File: config.mk
export PLATFORM = sky130hd
export DESIGN_NAME = riscv_trap_entry_unit
export DESIGN_NICKNAME = d
export VERILOG_FILES = /design/src/design/rte_pkg.sv /design/src/design/rte_csr_regs.sv /design/src/design/rte_irq_select.sv /design/src/design/rte_trap_logic.sv /design/src/design/riscv_trap_entry_unit.sv
export VERILOG_INCLUDE_DIRS = /design/src /design/src/design
export SDC_FILE = /design/constraint.sdc
export NUM_CORES = 1
export LEC_CHECK = 0
export ABC_AREA = 1
export BUFFER_PORTS_ARGS = -buffer_cell sky130_fd_sc_hd__buf_2
export CAP_MARGIN = 40
export CORE_AREA = 2 2 222 224
export DETAILED_ROUTE_END_ITERATION = 16
export DIE_AREA = 0 0 224 226
export GPL_ROUTABILITY_DRIVEN = 0
export PLACE_DENSITY = 0.82
export RECOVER_POWER = 25
export SLEW_MARGIN = 20
export SYNTH_ARGS = -nofsm -noshare
export SYNTH_HDL_FRONTEND = slang
export SYNTH_SLANG_ARGS = --single-unit
File: constraint.sdc
create_clock -name clock -period 7.22 [get_ports clock]
set_clock_uncertainty 0.2 [all_clocks]
set_input_delay 0 -clock clock [delete_from_list [all_inputs] [get_ports clock]]
set_output_delay 0 -clock clock [all_outputs]
set_load 0.03 [all_outputs]
File: src/design/riscv_trap_entry_unit_defines.svh
// Assertion macros shared by the trap entry unit RTL.
// No dependencies; included by files that carry concurrent assertions.
`ifndef RISCV_TRAP_ENTRY_UNIT_DEFINES_SVH
`define RISCV_TRAP_ENTRY_UNIT_DEFINES_SVH
`ifndef ASSERT_OFF
// Check prop in the same cycle, outside reset.
`define RTE_ASSERT(lbl, clk, rst, prop, msg) \
   lbl: assert property (@(posedge clk) disable iff (rst) (prop)) else $error(msg);
// Check that cond is followed by prop in the next cycle, outside reset.
`define RTE_ASSERT_NEXT(lbl, clk, rst, cond, prop, msg) \
   lbl: assert property (@(posedge clk) disable iff (rst) (cond) |=> (prop)) else $error(msg);
`else
`define RTE_ASSERT(lbl, clk, rst, prop, msg)
`define RTE_ASSERT_NEXT(lbl, clk, rst, cond, prop, msg)
`endif
`endif

File: src/design/rte_pkg.sv
// Types and constants of the trap entry unit.
// No dependencies; imported by every module of the block.
package rte_pkg;

   typedef logic [3:0]  rte_cause_type;
   typedef logic [1:0]  rte_mode_type;
   typedef logic [2:0]  rte_csr_idx_type;

   // Privilege modes
   localparam rte_mode_type MODE_U = 2'd0;
   localparam rte_mode_type MODE_S = 2'd1;
   localparam rte_mode_type MODE_M = 2'd3;

   // Commands
   localparam logic CMD_QUERY = 1'b0;
   localparam logic CMD_TRAP  = 1'b1;

   // Register indexes
   localparam rte_csr_idx_type CSR_MTVEC   = 3'd0;
   localparam rte_csr_idx_type CSR_STVEC   = 3'd1;
   localparam rte_csr_idx_type CSR_MEDELEG = 3'd2;
   localparam rte_csr_idx_type CSR_MIDELEG = 3'd3;
   localparam rte_csr_idx_type CSR_MIE     = 3'd4;
   localparam rte_csr_idx_type CSR_ILLTVAL = 3'd5;

   // Exception causes that select a particular tval source
   localparam rte_cause_type EXC_IFETCH_FAULT = 4'd1;
   localparam rte_cause_type EXC_ILLEGAL      = 4'd2;
   localparam rte_cause_type EXC_BREAKPOINT   = 4'd3;
   localparam rte_cause_type EXC_LD_MISALIGN  = 4'd4;
   localparam rte_cause_type EXC_LD_FAULT     = 4'd5;
   localparam rte_cause_type EXC_ST_MISALIGN  = 4'd6;
   localparam rte_cause_type EXC_ST_FAULT     = 4'd7;
   localparam rte_cause_type EXC_IFETCH_PAGE  = 4'd12;
   localparam rte_cause_type EXC_LD_PAGE      = 4'd13;
   localparam rte_cause_type EXC_ST_PAGE      = 4'd15;

   // Interrupt priority, highest first: MEI MSI MTI SEI SSI STI UEI USI UTI
   localparam int NUM_IRQ = 9;
   localparam rte_cause_type IRQ_ORDER [NUM_IRQ] = '{
      4'd11, 4'd3, 4'd7, 4'd9, 4'd1, 4'd5, 4'd8, 4'd0, 4'd4
   };

   typedef struct packed {
      logic [63:0] mtvec;
      logic [63:0] stvec;
      logic [15:0] medeleg;
      logic [15:0] mideleg;
      logic [15:0] mie;
      logic        ill_tval_instr;
   } rte_cfg_type;

   typedef struct packed {
      logic          cmd;
      rte_cause_type cause_code;
      logic          is_interrupt;
      logic [63:0]   fault_pc;
      logic [63:0]   trap_value;
      logic [31:0]   instr_word;
      rte_mode_type  cur_mode;
      logic          super_ie;
      logic          machine_ie;
      logic [15:0]   pending_bits;
   } rte_req_type;

   typedef struct packed {
      logic         taken;
      rte_mode_type new_mode;
      logic [63:0]  next_pc;
      logic [63:0]  cause_value;
      logic [63:0]  tval_out;
      rte_mode_type prev_mode;
      logic         new_sie;
      logic         new_spie;
      logic         new_mie;
      logic         new_mpie;
   } rte_rsp_type;

endpackage

File: src/design/rte_csr_regs.sv
// Configuration registers of the trap entry unit (trap vectors, delegation, enables).
// Depends on rte_pkg.
module rte_csr_regs (
   input  logic                     clock,
   input  logic                     reset,
   input  logic                     wr_en,
   input  rte_pkg::rte_csr_idx_type wr_index,
   input  logic [63:0]              wr_data,
   output rte_pkg::rte_cfg_type     cfg
);
   import rte_pkg::*;

   rte_cfg_type cfg_ff;
   rte_cfg_type cfg_in;

   always_comb begin
      cfg_in = cfg_ff;
      if (wr_en) begin
         unique case (wr_index)
            CSR_MTVEC:   cfg_in.mtvec          = wr_data;
            CSR_STVEC:   cfg_in.stvec          = wr_data;
            CSR_MEDELEG: cfg_in.medeleg        = wr_data[15:0];
            CSR_MIDELEG: cfg_in.mideleg        = wr_data[15:0];
            CSR_MIE:     cfg_in.mie            = wr_data[15:0];
            CSR_ILLTVAL: cfg_in.ill_tval_instr = wr_data[0];
            default:     cfg_in = cfg_ff; // drop writes to unknown indexes
         endcase
      end
   end

   always_ff @(posedge clock) begin
      if (reset) begin
         cfg_ff <= '0;
      end else begin
         cfg_ff <= cfg_in;
      end
   end

   assign cfg = cfg_ff;

endmodule

File: src/design/rte_irq_select.sv
// Pending-interrupt selection: mask, global enable and fixed-priority pick.
// Depends on rte_pkg.
module rte_irq_select (
   input  logic                  [15:0] pending_bits,
   input  logic                  [15:0] enable_mask,
   input  logic                  [15:0] irq_deleg,
   input  rte_pkg::rte_mode_type        cur_mode,
   input  logic                         super_ie,
   input  logic                         machine_ie,
   output logic                         found,
   output rte_pkg::rte_cause_type       irq_id
);
   import rte_pkg::*;

   logic [15:0] active;
   logic        s_global_en;
   logic        m_global_en;

   assign s_global_en = (cur_mode == MODE_U) || ((cur_mode == MODE_S) && super_ie);
   assign m_global_en = (cur_mode != MODE_M) || machine_ie;

   // Per-cause take condition, independent of priority
   always_comb begin
      for (int i = 0; i < 16; i++) begin
         active[i] = pending_bits[i] && enable_mask[i] &&
                     (irq_deleg[i] ? s_global_en : m_global_en);
      end
   end

   // Scan from lowest priority up so the highest priority wins
   always_comb begin
      found  = 1'b0;
      irq_id = '0;
      for (int k = NUM_IRQ - 1; k >= 0; k--) begin
         if (active[IRQ_ORDER[k]]) begin
            found  = 1'b1;
            irq_id = IRQ_ORDER[k];
         end
      end
   end

endmodule

File: src/design/rte_trap_logic.sv
// Result computation for one registered request: query or trap entry.
// Depends on rte_pkg and rte_irq_select.
module rte_trap_logic (
   input  rte_pkg::rte_req_type req,
   input  rte_pkg::rte_cfg_type cfg,
   output rte_pkg::rte_rsp_type rsp
);
   import rte_pkg::*;

   logic          irq_found;
   rte_cause_type irq_id;
   logic [15:0]   deleg_reg;
   logic          to_s;
   logic [63:0]   vec;
   logic [63:0]   base;
   logic [63:0]   tval;

   rte_irq_select u_irq_select (
      .pending_bits (req.pending_bits),
      .enable_mask  (cfg.mie),
      .irq_deleg    (cfg.mideleg),
      .cur_mode     (req.cur_mode),
      .super_ie     (req.super_ie),
      .machine_ie   (req.machine_ie),
      .found        (irq_found),
      .irq_id       (irq_id)
   );

   assign deleg_reg = req.is_interrupt ? cfg.mideleg : cfg.medeleg;
   assign to_s      = deleg_reg[req.cause_code] && (req.cur_mode != MODE_M);
   assign vec       = to_s ? cfg.stvec : cfg.mtvec;
   assign base      = {vec[63:2], 2'b00};

   always_comb begin
      tval = '0;
      if (!req.is_interrupt) begin
         unique case (req.cause_code)
            EXC_IFETCH_FAULT, EXC_LD_MISALIGN, EXC_LD_FAULT, EXC_ST_MISALIGN,
            EXC_ST_FAULT, EXC_IFETCH_PAGE, EXC_LD_PAGE, EXC_ST_PAGE:
               tval = req.trap_value;
            EXC_ILLEGAL:
               tval = cfg.ill_tval_instr ? {32'd0, req.instr_word} : 64'd0;
            EXC_BREAKPOINT:
               tval = req.fault_pc;
            default:
               tval = '0;
         endcase
      end
   end

   always_comb begin
      rsp = '0;
      if (req.cmd == CMD_QUERY) begin
         if (irq_found) begin
            rsp.taken       = 1'b1;
            rsp.cause_value = {1'b1, 59'd0, irq_id};
         end
      end else begin
         rsp.taken       = 1'b1;
         rsp.cause_value = {req.is_interrupt, 59'd0, req.cause_code};
         rsp.tval_out    = tval;
         rsp.prev_mode   = req.cur_mode;
         // vectored mode only offsets interrupts
         if (req.is_interrupt && vec[0]) begin
            rsp.next_pc = base + {58'd0, req.cause_code, 2'b00};
         end else begin
            rsp.next_pc = base;
         end
         if (to_s) begin
            rsp.new_mode = MODE_S;
            rsp.new_sie  = 1'b0;
            rsp.new_spie = req.super_ie;
            rsp.new_mie  = req.machine_ie;
            rsp.new_mpie = 1'b0;
         end else begin
            rsp.new_mode = MODE_M;
            rsp.new_sie  = req.super_ie;
            rsp.new_spie = 1'b0;
            rsp.new_mie  = 1'b0;
            rsp.new_mpie = req.machine_ie;
         end
      end
   end

endmodule

File: src/design/riscv_trap_entry_unit.sv
// Trap entry unit: takes one request per cycle and returns one result per request,
// in order, on the result port; a request is held in the input register and its result
// in the result register, from which it is offered.
// Throughput is one item per clock and drops only while the result register is
// held by a stalled consumer; both stages then fill and req_ready falls.
// Configuration writes are always ready and take effect on the next cycle; write
// them only while no request is in flight. Depends on rte_pkg, rte_csr_regs,
// rte_trap_logic and riscv_trap_entry_unit_defines.svh.
`include "riscv_trap_entry_unit_defines.svh"
module riscv_trap_entry_unit (
   input  logic        clock,
   input  logic        reset,
   input  logic        csr_valid,
   output logic        csr_ready,
   input  logic [2:0]  csr_index,
   input  logic [63:0] csr_wdata,
   input  logic        req_valid,
   output logic        req_ready,
   input  logic        req_cmd,
   input  logic [3:0]  req_cause_code,
   input  logic        req_is_interrupt,
   input  logic [63:0] req_fault_pc,
   input  logic [63:0] req_trap_value,
   input  logic [31:0] req_instr_word,
   input  logic [1:0]  req_cur_mode,
   input  logic        req_super_ie,
   input  logic        req_machine_ie,
   input  logic [15:0] req_pending_bits,
   output logic        rsp_valid,
   input  logic        rsp_ready,
   output logic        rsp_taken,
   output logic [1:0]  rsp_new_mode,
   output logic [63:0] rsp_next_pc,
   output logic [63:0] rsp_cause_value,
   output logic [63:0] rsp_tval_out,
   output logic [1:0]  rsp_prev_mode,
   output logic        rsp_new_sie,
   output logic        rsp_new_spie,
   output logic        rsp_new_mie,
   output logic        rsp_new_mpie
);
   import rte_pkg::*;

   rte_cfg_type cfg;
   rte_req_type req_ff;
   rte_req_type req_in;
   logic        req_valid_ff;
   logic        req_valid_in;
   rte_rsp_type rsp_ff;
   rte_rsp_type rsp_in;
   rte_rsp_type rsp_calc;
   logic        rsp_valid_ff;
   logic        rsp_valid_in;
   logic        out_advance;
   logic        req_xfer;

   assign csr_ready = 1'b1;

   rte_csr_regs u_csr_regs (
      .clock    (clock),
      .reset    (reset),
      .wr_en    (csr_valid),
      .wr_index (csr_index),
      .wr_data  (csr_wdata),
      .cfg      (cfg)
   );

   // Result register frees when empty or when its transfer completes
   assign out_advance = !rsp_valid_ff || rsp_ready;
   assign req_ready   = !req_valid_ff || out_advance;
   assign req_xfer    = req_valid && req_ready;

   always_comb begin
      req_in = req_ff;
      if (req_xfer) begin
         req_in.cmd          = req_cmd;
         req_in.cause_code   = req_cause_code;
         req_in.is_interrupt = req_is_interrupt;
         req_in.fault_pc     = req_fault_pc;
         req_in.trap_value   = req_trap_value;
         req_in.instr_word   = req_instr_word;
         req_in.cur_mode     = req_cur_mode;
         req_in.super_ie     = req_super_ie;
         req_in.machine_ie   = req_machine_ie;
         req_in.pending_bits = req_pending_bits;
      end
   end

   assign req_valid_in = req_xfer || (req_valid_ff && !out_advance);

   rte_trap_logic u_trap_logic (
      .req (req_ff),
      .cfg (cfg),
      .rsp (rsp_calc)
   );

   assign rsp_in       = (out_advance && req_valid_ff) ? rsp_calc : rsp_ff;
   assign rsp_valid_in = out_advance ? req_valid_ff : rsp_valid_ff;

   always_ff @(posedge clock) begin
      if (reset) begin
         req_valid_ff <= 1'b0;
         rsp_valid_ff <= 1'b0;
      end else begin
         req_valid_ff <= req_valid_in;
         rsp_valid_ff <= rsp_valid_in;
      end
   end

   // Payload registers carry no reset
   always_ff @(posedge clock) begin
      req_ff <= req_in;
      rsp_ff <= rsp_in;
   end

   assign rsp_valid       = rsp_valid_ff;
   assign rsp_taken       = rsp_ff.taken;
   assign rsp_new_mode    = rsp_ff.new_mode;
   assign rsp_next_pc     = rsp_ff.next_pc;
   assign rsp_cause_value = rsp_ff.cause_value;
   assign rsp_tval_out    = rsp_ff.tval_out;
   assign rsp_prev_mode   = rsp_ff.prev_mode;
   assign rsp_new_sie     = rsp_ff.new_sie;
   assign rsp_new_spie    = rsp_ff.new_spie;
   assign rsp_new_mie     = rsp_ff.new_mie;
   assign rsp_new_mpie    = rsp_ff.new_mpie;

   `RTE_ASSERT(a_ready_low_only_full, clock, reset, !req_ready |-> (req_valid_ff && rsp_valid_ff && !rsp_ready), "req_ready low without a full pipeline")
   `RTE_ASSERT_NEXT(a_stage_moves, clock, reset, req_valid_ff && out_advance, rsp_valid_ff, "registered request did not reach the result register")
   `RTE_ASSERT(a_idle_query_zero, clock, reset, (rsp_valid_ff && !rsp_ff.taken) |-> (rsp_ff.cause_value == 64'd0 && rsp_ff.new_mode == MODE_U), "untaken result carries nonzero fields")
   `RTE_ASSERT(a_status_exclusive, clock, reset, rsp_valid_ff |-> !(rsp_ff.new_sie && rsp_ff.new_spie) && !(rsp_ff.new_mie && rsp_ff.new_mpie), "status bits set on both sides of an entry")

endmodule

== Word level (Yosys, flattened, before mapping) ==
Cells that the tools add are included.
Word-level totals
  register bits: 558
  input bits: 258
  output and inout bits: 204
  word-level logic and storage cells: 133
Cells by class
  add/sub/neg operators: 1
  magnitude comparators: 1
  equal/unequal tests: 17
  muxes and demuxes: 38
  bitwise logic cells: 1
  reduce and logical (&&, ||, !) cells: 45
Operators with widths (count)
  64-bit two-way mux: 4
  64-bit one-hot mux with 3 select lines: 1
  64-bit by 6-bit adder with 64-bit output: 1
  32-bit two-way mux: 1
  4-bit two-way mux: 8
  1-bit logical AND: 24
  1-bit two-way mux: 20
  4-bit by 3-bit equality test with 1-bit output (second input constant): 4
  16-bit two-way mux: 1
  2-bit AND reduction: 8
  4-bit equality test (second input constant): 3
  4-bit by 2-bit equality test with 1-bit output (second input constant): 2
  8-bit OR reduction: 1
  3-bit by 2-bit equality test with 1-bit output (second input constant): 2
  3-bit equality test (second input constant): 2
  1-bit logical OR: 5
  4-bit by 5-bit < comparator with 1-bit output (second input constant): 1
  1-bit binary-select mux with 4-bit select: 1
  4-bit by 1-bit equality test with 1-bit output (second input constant): 1
  2-bit OR reduction: 2
  3-bit by 1-bit equality test with 1-bit output (second input constant): 1
  1-bit logical NOT: 3
  3-bit logical NOT: 1
  3-bit two-way mux: 1
  5 further kinds: 5

== Logic depth before layout (Yosys ltp) ==
  depth after elaboration: 16
  gate-level depth with buffers: 32
  gate-level depth less buffers: 29

== By module ==
Synthesis repeated with hierarchy kept, for this count alone.
Second synthesis, totals
  cell total of the unflattened synthesis: 2795
  area, all modules: 25268.0 um^2
Modules (own cells, without submodules)
  riscv_trap_entry_unit: instances 1, cells an instance 401, area an instance 11723.7 um^2
  rte_csr_regs: instances 1, cells an instance 1040, area an instance 7089.3 um^2
  rte_trap_logic: instances 1, cells an instance 1282, area an instance 6117.1 um^2
  rte_irq_select: instances 1, cells an instance 72, area an instance 337.8 um^2

== Least setup slack after synthesis ==
OpenSTA, ideal clock, no wires.
  kind: register to register
  from: reg rsp_valid_ff (netlist: rsp_valid)
  to: reg rsp_ff (netlist bit rsp_cause_value[0]), enable pin
  library setup time: 686 ps
  arrival: 7232 ps
  data required time: 6334 ps
  setup slack: -897 ps
  cell stages (with the launch flop): 2
  path buffers: 0
  period minus slack after synthesis: 8117 ps
  path through: dfxtp_1 -> a21oi_1
On the way
  cells in the longest elaborated chain, start to end: 3
Ends and longest elaborated chain
  start, declared: line riscv_trap_entry_unit.sv:52  | logic rsp_valid_ff;
  start signal, assigned: line riscv_trap_entry_unit.sv:106  | rsp_valid_ff <= rsp_valid_in;
  1-bit logical NOT: line riscv_trap_entry_unit.sv:69  | assign out_advance = !rsp_valid_ff || rsp_ready;
  1-bit logical OR: line riscv_trap_entry_unit.sv:69
  1-bit logical AND: line riscv_trap_entry_unit.sv:97  | assign rsp_in = (out_advance && req_valid_ff) ? rsp_calc : rsp_ff;
  end signal, assigned: line riscv_trap_entry_unit.sv:113  | rsp_ff <= rsp_in;
  end, declared: line riscv_trap_entry_unit.sv:49  | rte_rsp_type rsp_ff;
No other way between the ends.
A chain may end at the register's enable or synchronous reset.

== Worst setup path in the final report ==
  from: reg req_ff[180] in the netlist's numbering
  to: reg rsp_ff (netlist bit rsp_next_pc[60]) (data pin)
On the way
  cells in the longest elaborated chain, start to end: 7
  elaborated cells between the ends (all ways): 8
  classes of those cells: add/sub (1); mux (5); reduce/logical (2)
Ends and longest elaborated chain
  start, declared: line riscv_trap_entry_unit.sv:45  | rte_req_type req_ff;
  start signal, assigned: line riscv_trap_entry_unit.sv:112  | req_ff <= req_in;
  16-bit two-way mux: line rte_trap_logic.sv:29  | assign deleg_reg = req.is_interrupt ? cfg.mideleg : cfg.medeleg;
  1-bit binary-select mux with 4-bit select: line rte_trap_logic.sv:30  | assign to_s = deleg_reg[req.cause_code] && (req.cur_mode != MODE_M);
  1-bit two-way mux (not written as such): line rte_trap_logic.sv:30
  1-bit logical AND: line rte_trap_logic.sv:30
  64-bit two-way mux: line rte_trap_logic.sv:31  | assign vec = to_s ? cfg.stvec : cfg.mtvec;
  64-bit by 6-bit adder with 64-bit output or 1-bit logical AND (tied branches): line rte_trap_logic.sv:65, rte_trap_logic.sv:64
  64-bit two-way mux *: line rte_trap_logic.sv:64  | if (req.is_interrupt && vec[0]) begin
Mark *: on every way between the ends. The rest lies on a longest branch, timed or not. The select of a mux whose other input is x is not followed.

==> flow_summary.yaml <==
outcome:
  status: "finished, violations left"
  violations: "max-capacitance violations, max-slew violations"
sta:
  fmax_mhz: 178
  final.period_utilization: 0.778
  rsz0062_at_grt: "no"
  setup_viol: 0
  worst_pin_slew_ns: 1.92
  drv_slew: 34
  hold_ws_ns: 0.0150
  period_minus_slack_ns: 5.62
  slew_headroom: -0.279
  tns_ns: 0
  final-hold-violation-count: 0
  worst_slack_ns: 1.60
detailed_routing:
  routed_wl_mm: 79.3
  viasPerCell: 5.48
  ant_nets: 0
  route.detailed.drc: 0
  routedWlPerCell_um: 20.9
  initialDrtViolationCount: 2471
  dr.pass1.iters: 6
  vias: 20800
run:
  maxCapViolations: 1
clocking:
  ctsRootBufferMaster: "clkbuf_16"
  clock_path_buffers: 3
  h-tree-depth: 2
  path_clk_slew_ns: 0.06
  cts_tree: "yes"
  cts.repair.resized: 0
  clk_latency_ns: 0.62
  cts_sinks: 489
  cts_made_buffers: 52
synth:
  syn_area_per_cell_um2: 9.31
  ys_top_cells_by_count: "582 x nand2_1, 319 x edfxtp_1, 295 x nor2_1"
  synth_area_leaders: "edfxtp_1 45%, dfxtp_1 16%, nand2_1 10%, nor2_1 5.1%, a21oi_1 3.8%"
  ys_async_sr_fraction: 0
  syn_area_um2: 21500
  synth_cells: 2312
  yosysUniqueCellTypes: 41
  yosysWarnings: 0
  synth-edff-count: 319
  yosys_most_used_dff: "edfxtp_1"
  yosysMostFrequentCell: "nand2_1"
  yosysTopAreaCellShare: 0.445
  yosysSeqAreaShare: 0.603
  yosys.area.top_type: "edfxtp_1"
  synth_seq_cells: 489
pwr:
  p_leak_nw: 11.8
  power_mw: 6.85
  peakVddDrop_v: 0.000336
  p_per_area_nw_per_um2: 228
grt:
  grtUsageTotal: 0.302
  grt_pass1_wl_mm: 117
  antenna_found_initial: 8
  first_global_vias: 19900
  overflow: 0
  grt_max_degree: 87
finish:
  drive_above_1_share: 0.150
  area_growth_pct: 39.6
  final_cell_area_um2: 30000
  final_nets: 3379
  fin_util: 0.621
  instances_no_fill: 3789
die:
  core_region_area_um2: 48300
  dieHeight_um: 226
  rows: 81
  dieArea_um2: 50600
  die_width_um: 224
  pin_count: 462
  start_util: 0.445
worst_hold_path:
  hold_path_class: "input port to flop"
  holdPathEnd: "u_csr_regs.cfg[109]$_SDFFE_PP0P_"
  hold_path.startpoint: "csr_wdata[60]"
  hold-path-cell-count: 4
critical_path:
  rr_startpoint: "req_ff[180]$_DFFE_PP_"
  arrival_ns: 5.79
  rrSetupSlack_ns: 1.60
  start_kind: "flop"
  rr_worst_depth: 26
  path_max_fanout: 53
  r2r-end: "rsp_next_pc[60]$_SDFFCE_PN0P_"
  worstPathRequired_ns: 7.39
  path_class: "flop to flop"
  critPathCaptureType: "flop"
place:
  place_ws_ns: 1.72
  dp.cells: 3232
  io_buffers: 392
  dp_hpwl_mm: 42.6
  placed_area_um2: 23800
==> state kept, by name, summed over array words and instances, names as in the netlist <==
register / cells
rsp_new_mpie: 1
rsp_taken: 1
rsp_new_sie: 1
rsp_new_spie: 1
rsp_prev_mode: 2
rsp_next_pc: 62
rsp_tval_out: 64
rsp_valid: 1
rsp_new_mie: 1
rsp_cause_value: 5
u_csr_regs.cfg: 168
rsp_new_mode: 2
req_valid_ff: 1
req_ff: 179
==> worst max-delay path, stage by stage, from the launching register on <==
cell	delay [ns]
edfxtp_1	0.81
inv_1	0.40
o21ai_0	0.24
nor2_1	0.06
nor2_1	0.09
nand2_1	0.06
nand3_2	0.07
nand2_4	0.34
nand2_4	0.17
buf_4	0.47
nand2_1	0.13
nand2_1	0.10
ha_1	0.14
inv_1	0.07
fa_1	0.41
inv_1	0.07
nand2_1	0.05
o21ai_0	0.27
inv_1	0.10
nor2_1	0.11
nand2_1	0.09
nor2_1	0.18
nand2_1	0.16
nor2_2	0.26
nand4_1	0.13
nand2_1	0.09
nor2_1	0.07
==> worst max-delay path by stage <==
stage                      startpoint                       endpoint  cells after the start
6_report        req_ff[180]$_DFFE_PP_  rsp_next_pc[60]$_SDFFCE_PN0P_                     26
2_1_floorplan  rsp_valid$_SDFFE_PP0P_            req_ff[0]$_DFFE_PP_                      3
4_1_cts         req_ff[180]$_DFFE_PP_  rsp_next_pc[36]$_SDFFCE_PN0P_                     26
5_1_grt         req_ff[180]$_DFFE_PP_  rsp_next_pc[42]$_SDFFCE_PN0P_                     25
3_3_place_gp    req_ff[180]$_DFFE_PP_  rsp_next_pc[44]$_SDFFCE_PN0P_                     26
3_5_place_dp    req_ff[180]$_DFFE_PP_  rsp_next_pc[30]$_SDFFCE_PN0P_                     24
==> repair_timing <==
| action | 4_1_cts | 5_1_grt |
|---|---|---|
| buffers inserted | 0 | 0 |
| endpoints found under the hold margin | 449 | 0 |
| hold buffers | 448 | 0 |
==> cell families (layout without fill, tap and decap cells) <==
group,Yosys count,after routing,synth area share
flip-flops,489,489,0.603
AND/OR/NAND/NOR,1074,1074,0.207
AO/OA/AOI/OAI,385,385,0.109
buffers and inverters,355,1141,0.0768
other,2,71,0.000349
XOR/XNOR,2,2,0.000814
adder cells (fa/ha/maj),5,5,0.00326
==> layer usage <==
metal / up-vias / GRT usage / wire length [um]
met5: - / 0 / 26
met4: 4 / 0.132 / 4010
met3: 281 / 0.0731 / 9290
met2: 1567 / 0.514 / 37900
met1: 9583 / 0.365 / 28100
li1: 9346 / - / -
==> report_power, final <==
group          total, mW  leakage [nW]  switching [mW]  internal [mW]
combinational      0.848          6.44           0.525          0.323
sequential          3.18          4.52          0.0661           3.12
clock               2.82         0.832            1.25           1.56
==> final cells by class <==
type                    instances  area, um^2
flip-flops and latches        489       13000
inverters                     176         666
clock inverters                35         404
clock buffers                  61        1340
multi-input cells            1528        7150
fillers                      3642       18300
diodes                          9        22.5
repair buffers                869        6700
well taps                     622         778
==> cells in the final DEF (no fill, tap or decap), types with 5 or more instances in the layout <==
cell / instances
o2111ai_1: 5
o21ai_0: 50
clkbuf_1: 79
o21ai_1: 7
nand3b_1: 12
nor2_2: 21
nand4_1: 53
nand2_1: 582
bufinv_16: 6
clkinv_1: 15
dfxtp_1: 170
dlygate4sd3_1: 448
inv_1: 160
inv_2: 8
conb_1: 62
inv_6: 5
nand3_1: 85
buf_4: 21
a21oi_1: 162
a211oi_1: 79
clkinv_2: 7
a31oi_1: 7
diode_2: 9
buf_2: 319
nor2_1: 291
edfxtp_1: 319
clkbuf_16: 52
a22oi_1: 65
nor3_1: 14
(Power assumes the default switching activity.)
